## config.mk

```make
export PLATFORM = sky130hd
export DESIGN_NAME = owm_isqrt
export DESIGN_NICKNAME = d
export VERILOG_FILES = /design/src/design/owm_pkg.sv /design/src/design/owm_isqrt.sv
export SDC_FILE = /design/constraint.sdc
export NUM_CORES = 1
export LEC_CHECK = 0
export ABC_AREA = 1
export BUFFER_PORTS_ARGS = -buffer_cell sky130_fd_sc_hd__buf_4
export CAP_MARGIN = 20
export CORE_MARGIN = 4
export CORE_UTILIZATION = 55
export CTS_CLUSTER_DIAMETER = 150
export CTS_CLUSTER_SIZE = 14
export DETAILED_ROUTE_END_ITERATION = 10
export GPL_ROUTABILITY_DRIVEN = 0
export PLACE_DENSITY_LB_ADDON = 0.1
export SETUP_SLACK_MARGIN = 0.05
export SKIP_CTS_REPAIR_TIMING = 1
export SKIP_LAST_GASP = 1
export SLEW_MARGIN = 40
export SYNTH_ARGS = -nofsm -noshare
export SYNTH_HDL_FRONTEND = slang
export SYNTH_SLANG_ARGS = --single-unit
```

## constraint.sdc

```tcl
create_clock -name clk -period 3.1 [get_ports clk]
set_input_delay 0.31 -clock clk [delete_from_list [all_inputs] [get_ports clk]]
set_output_delay 0.31 -clock clk [all_outputs]
set_load 0.005 [all_outputs]
```

## src/design/owm_pkg.sv

```systemverilog
`default_nettype none
package owm_pkg;

  localparam int FRAC_BITS = 14;
  localparam logic signed [15:0] ONE_Q = 16'sd16384;

  localparam int EPS_W = 10;
  localparam logic [EPS_W-1:0] EPS_RESET = 10'd1;

  localparam int ADDR_W = 3;
  localparam logic REG_EPSILON = 1'b0;

  localparam int SQRT_STAGES = 16;

  typedef struct packed {
    logic signed [15:0] vel_x;
    logic signed [15:0] vel_y;
    logic signed [15:0] spin;
  } cmd_t;

  typedef struct packed {
    logic signed [15:0] wheel_a;
    logic signed [15:0] wheel_b;
    logic signed [15:0] wheel_c;
    logic signed [15:0] wheel_d;
  } wheel_t;

  // Values that ride alongside the square root pipeline.
  typedef struct packed {
    logic signed [15:0] w;
    logic signed [16:0] p0;
    logic signed [16:0] p1;
    logic               tiny;
  } side_t;

  function automatic logic signed [15:0] clamp_q(input logic signed [34:0] v);
    logic signed [34:0] c;
    begin
      c = v;
      if (v > 35'sd16384) c = 35'sd16384;
      if (v < -35'sd16384) c = -35'sd16384;
      return c[15:0];
    end
  endfunction

endpackage
`default_nettype wire

```

## src/design/owm_isqrt.sv

```systemverilog
`default_nettype none
module owm_isqrt import owm_pkg::*; (
  input  logic        clk,
  input  logic        rst,
  input  logic        adv,
  input  logic        in_valid,
  input  logic [31:0] radicand,
  input  side_t       in_side,
  output logic        out_valid,
  output logic [15:0] root,
  output side_t       out_side
);

  logic        vld  [0:SQRT_STAGES-1];
  side_t       side [0:SQRT_STAGES-1];
  logic [31:0] rem  [0:SQRT_STAGES-1];
  logic [31:0] res  [0:SQRT_STAGES-1];

  // One result bit per stage, digit-by-digit from the top bit pair down.
  genvar j;
  for (j = 0; j < SQRT_STAGES; j++) begin : g_stage
    localparam logic [31:0] BIT = 32'd1 << (30 - 2 * j);
    logic        vld_in;
    side_t       side_in;
    logic [31:0] rem_in;
    logic [31:0] res_in;
    logic [31:0] trial;

    if (j == 0) begin : g_head
      assign vld_in  = in_valid;
      assign side_in = in_side;
      assign rem_in  = radicand;
      assign res_in  = '0;
    end else begin : g_link
      assign vld_in  = vld[j-1];
      assign side_in = side[j-1];
      assign rem_in  = rem[j-1];
      assign res_in  = res[j-1];
    end

    assign trial = res_in + BIT;

    always_ff @(posedge clk) begin
      if (rst) begin
        vld[j] <= 1'b0;
      end else if (adv) begin
        vld[j] <= vld_in;
      end
    end

    always_ff @(posedge clk) begin
      if (adv) begin
        side[j] <= side_in;
        if (rem_in >= trial) begin
          rem[j] <= rem_in - trial;
          res[j] <= (res_in >> 1) + BIT;
        end else begin
          rem[j] <= rem_in;
          res[j] <= res_in >> 1;
        end
      end
    end
  end

  assign out_valid = vld[SQRT_STAGES-1];
  assign root      = res[SQRT_STAGES-1][15:0];
  assign out_side  = side[SQRT_STAGES-1];

endmodule
`default_nettype wire

```

# Yosys cells after proc, flatten, opt, wreduce, memory -nomap -nowiden
# Memory sizes are Yosys's and may differ from the RTL's.
# Cells that the tools add are included.
# totals
reg_bits,0
ram_bits,1856
inputBits,87
out_inout_bits,68
n_memories,4
# classes
add_sub_neg,46
n_lt_le_gt_ge,16
muxes,150
n_bitwise,48
# mem_list
name,words,word_bits,rd,rd_ports_with_merged_regs,write_ports,line,rtl
side,16,51,16,0,16,owm_isqrt.sv:15,side_t side [0:SQRT_STAGES-1];
rem,16,32,15,0,16,owm_isqrt.sv:16,logic [31:0] rem [0:SQRT_STAGES-1];
res,16,32,16,0,16,owm_isqrt.sv:17,logic [31:0] res [0:SQRT_STAGES-1];
vld,16,1,16,0,16,owm_isqrt.sv:14,logic vld [0:SQRT_STAGES-1];
# op_table
op,count
$mux W32,32
$ge A32 B32 Y1,15
$sub A32 B32 Y32,15
$mux W1,118
$or A1 B1 Y1,48
$add A31 B1 Y32 const B,1
$add A31 B11 Y32 const B,1
$add A31 B13 Y32 const B,1
$add A31 B15 Y32 const B,1
$add A31 B17 Y32 const B,1
$add A31 B19 Y32 const B,1
$add A31 B21 Y32 const B,1
$add A31 B23 Y32 const B,1
$add A31 B25 Y32 const B,1
$add A31 B27 Y32 const B,1
$add A31 B29 Y32 const B,1
$add A31 B3 Y32 const B,1
$add A31 B5 Y32 const B,1
$add A31 B7 Y32 const B,1
$add A31 B9 Y32 const B,1
$add A32 B1 Y32 const B,1
$add A32 B11 Y32 const B,1
$add A32 B13 Y32 const B,1
$add A32 B15 Y32 const B,1
other kinds (13),13

# Longest topological paths before layout
# An unclocked memory read counts as a cell.
# depth
ltp_word,7
depth_mapped,15

# Least setup slack after synthesis
# OpenSTA, ideal clock, no wires.
# synth_timing
path_type,input port to flip-flop
startpoint,input adv
endpoint,"memory rem[12][0], in the netlist rem[1][128], enable pin"
arrival_time_ps,1979
t_required_ps,2682
slack_ps,703
path_stages,3
path_buffers,3
cell_sequence,buf_4 > clkbuf_1 > clkbuf_1
# synth_lines
item,line,rtl
"start, declared",owm_isqrt.sv:5,"input logic adv,"
"end, declared",owm_isqrt.sv:16,

==> qor.yml <==
timing:
  setup_viol: 0
  max_freq_mhz: 395
  rsz0062_at_grt: "false"
  hold_ws_ns: 0.312
  worst_pin_slew_ns: 0.827
  drv_slew: 0
  hold_violations: 0
  fin_worst_skew_ns: 0.0447
  min_period_ns: 2.53
  relSlewSlack_pct: 44.9
  period_share_pct: 81.7
  totalNegativeSetupSlack_ns: 0
routing:
  routedWlPerCell_microns: 16.9
  vias: 34300
  drc: 0
  wirelength_microns: 111000
  via_per_inst: 5.20
  ant_nets: 0
  drt_pass1_iterations: 7
  drtIter0Drc: 3053
min_path:
  min_path_type: "in -> reg"
yosys:
  avgSynthCellArea_sq_um: 12.4
  yosysWarnings: 0
  syn_nets: 5078
  synthTopCellsByArea: "edfxtp_1 72%, nand2_1 7.0%, inv_1 4.5%"
  ys_seq_area_share_pct: 72.4
  ys_ff_latch: 1448
  synth.cell_area_sq_mm: 0.0601
  ys_types: 52
  syn_inst: 4841
  yosys.area.top_type_share_pct: 72.4
  synth.largest_area_cell: "edfxtp_1"
grt:
  grt_pass1_wl_microns: 173000
  grt_pass1_vias: 32700
  grt_usage_pct: 19.0
  grt_max_degree: 161
  antenna_found_initial: 0
  overflow: 0
job:
  drv_cap: 0
clocking:
  root_buffer: "clkbuf_16"
  cts_made_buffers: 113
  cts_max_level: 3
  cts_tree: "done"
  cts_buffer_depth: 3
  clock_sinks: 1448
  clk-insertion-delay-late_ns: 0.72
  path_clk_slew_ns: 0.07
power_and_ir_drop:
  ir_worst_vdd_v: 0.000469
  combPwrFrac_pct: 12.2
  power.density_mw_per_mm2: 628
  pwr-share-clk_pct: 30.3
  p_int_mw: 31.7
  pwr-share-seq_pct: 57.5
  finalPower_mw: 42.1
  power.leakage_nw: 27.0
  sw_frac_of_total_pct: 24.7
  p_sw_mw: 10.4
floorplan:
  dieArea_sq_mm: 0.115
  die_height_microns: 338
  die_w_microns: 338
  io_pins: 155
  rows: 120
  core_area_sq_mm: 0.108
  initial_core_util_pct: 55.7
cells_and_area:
  fin_nets: 5419
  diodes: 0
  area_growth_pct: 11.5
  final_cell_mix: "1448 x edfxtp_1, 1115 x nand2_1, 722 x inv_1"
  multiInputGateArea_sq_mm: 0.0135
  final_common_cell: "edfxtp_1"
  final.fill_count: 8214
  stdcell_count: 6590
  seq_area_sq_mm: 0.0435
  drive_gt1_share_pct: 8.75
worst_setup_path:
  crit_fanout: 25
  cp_top_family: "simple AND/OR/NAND/NOR gates"
  slowest_stage: "nor2_4"
  start_kind: "flip-flop"
  crit_chain: "ha_1 -> nand2_2 -> nor2_2 -> nand2_1 -> nand3_1 -> nand3_1 -> nand3_4 -> nor2_4 -> o21ai_1"
  crit_arrival_ns: 2.97
  critPathKind: "reg -> reg"
  cp.required_ns: 3.54
  cp_common_cell: "nand3_1"
  max_stage_delay_ns: 0.54
  crit_buf_inv: 0
  endpoint_kind: "flip-flop"
placement:
  dp_hpwl_microns: 78400
  place_inst: 6382
  port_buffers: 154
run_status:
  status: "finished, final reports clean"
## sequential cells by signal (all words and copies together) (netlist names)
name,flops
res,136
rem,480
vld,16
side,816
## routing by layer
layer  share of wire, %  GRT usage (%)  routed length [microns]
met4                2.9           5.78                     3180
met3                5.3           3.00                     5930
met1                 44           25.9                    48500
met5                  0              0                        0
met2                 48           31.7                    53500
## cell families after synthesis
logic type                 after synthesis  synth area share (%)
AOI/OAI and AO/OA                      246                  2.42
xor gates and xnor gates               110                  1.60
adders and majority gates              150                  3.12
buffers and inverters                  783                  5.10
DFF                                   1448                  72.4
and+or+nand+nor                       2104                  15.4
## stage by stage
stage	utilization, %	instance area, sq um	setup WS, ns
after floorplan	-	60100	0.703
after global placement	58.5	63000	0.674
after detailed placement	58.5	63000	0.606
after CTS	61.3	66100	0.604
after global routing	62.1	67000	0.364
final	62.1	67000	0.566
## Yosys cell counts, drive strengths merged
library cell / count
buf: 23
nor3: 56
nand2: 1143
xor2: 58
a21o: 3
nand3b: 46
inv: 740
nor2: 448
o21ai: 123
ha: 150
or3: 1
edfxtp: 1448
a31oi: 1
nor4: 32
o21a: 2
clkbuf: 18
nor3b: 1
nand3: 254
a21oi: 102
clkinv: 2
a211oi: 2
nand4: 102
and2: 6
and3: 5
o21bai: 10
xnor2: 52
or2: 10
o211ai: 3
## cell type report
type | instances | area share (%)
Clock buffer | 113 | 4.22
Inverter | 742 | 4.16
Clock inverter | 7 | 0.267
Timing Repair Buffer | 267 | 3.63
Sequential cell | 1448 | 64.9
Tap cell | 1403 | 2.62
Multi-Input combinational cell | 2610 | 20.2
## path summary, 6_finish.rpt
path / startpoint / endpoint / slack (ns) / cells after the start
hold / removal: in_side[49] / side[0][49]$_DFFE_PP_ / 0.31 / 2
setup / recovery: rem[1][164]$_DFFE_PP_ / rem[1][204]$_DFFE_PP_ / 0.57 / 9
hold reg to reg: side[1][183]$_DFFE_PP_ / side[1][234]$_DFFE_PP_ / 0.39 / 0
setup reg to reg: rem[1][164]$_DFFE_PP_ / rem[1][204]$_DFFE_PP_ / 0.57 / 9
## power groups by stage
stage | Sequential, mW | Clock, mW | Combinational (mW)
3_3_place_gp | 24.6 | 0 | 4.87
4_1_cts | 24.2 | 13.2 | 4.98
2_1_floorplan | 24.3 | 0 | 3.56
3_5_place_dp | 24.6 | 0 | 4.96
5_1_grt | 24.3 | 14.0 | 5.81
6_report | 24.2 | 12.7 | 5.12
(Power assumes the default switching activity.)
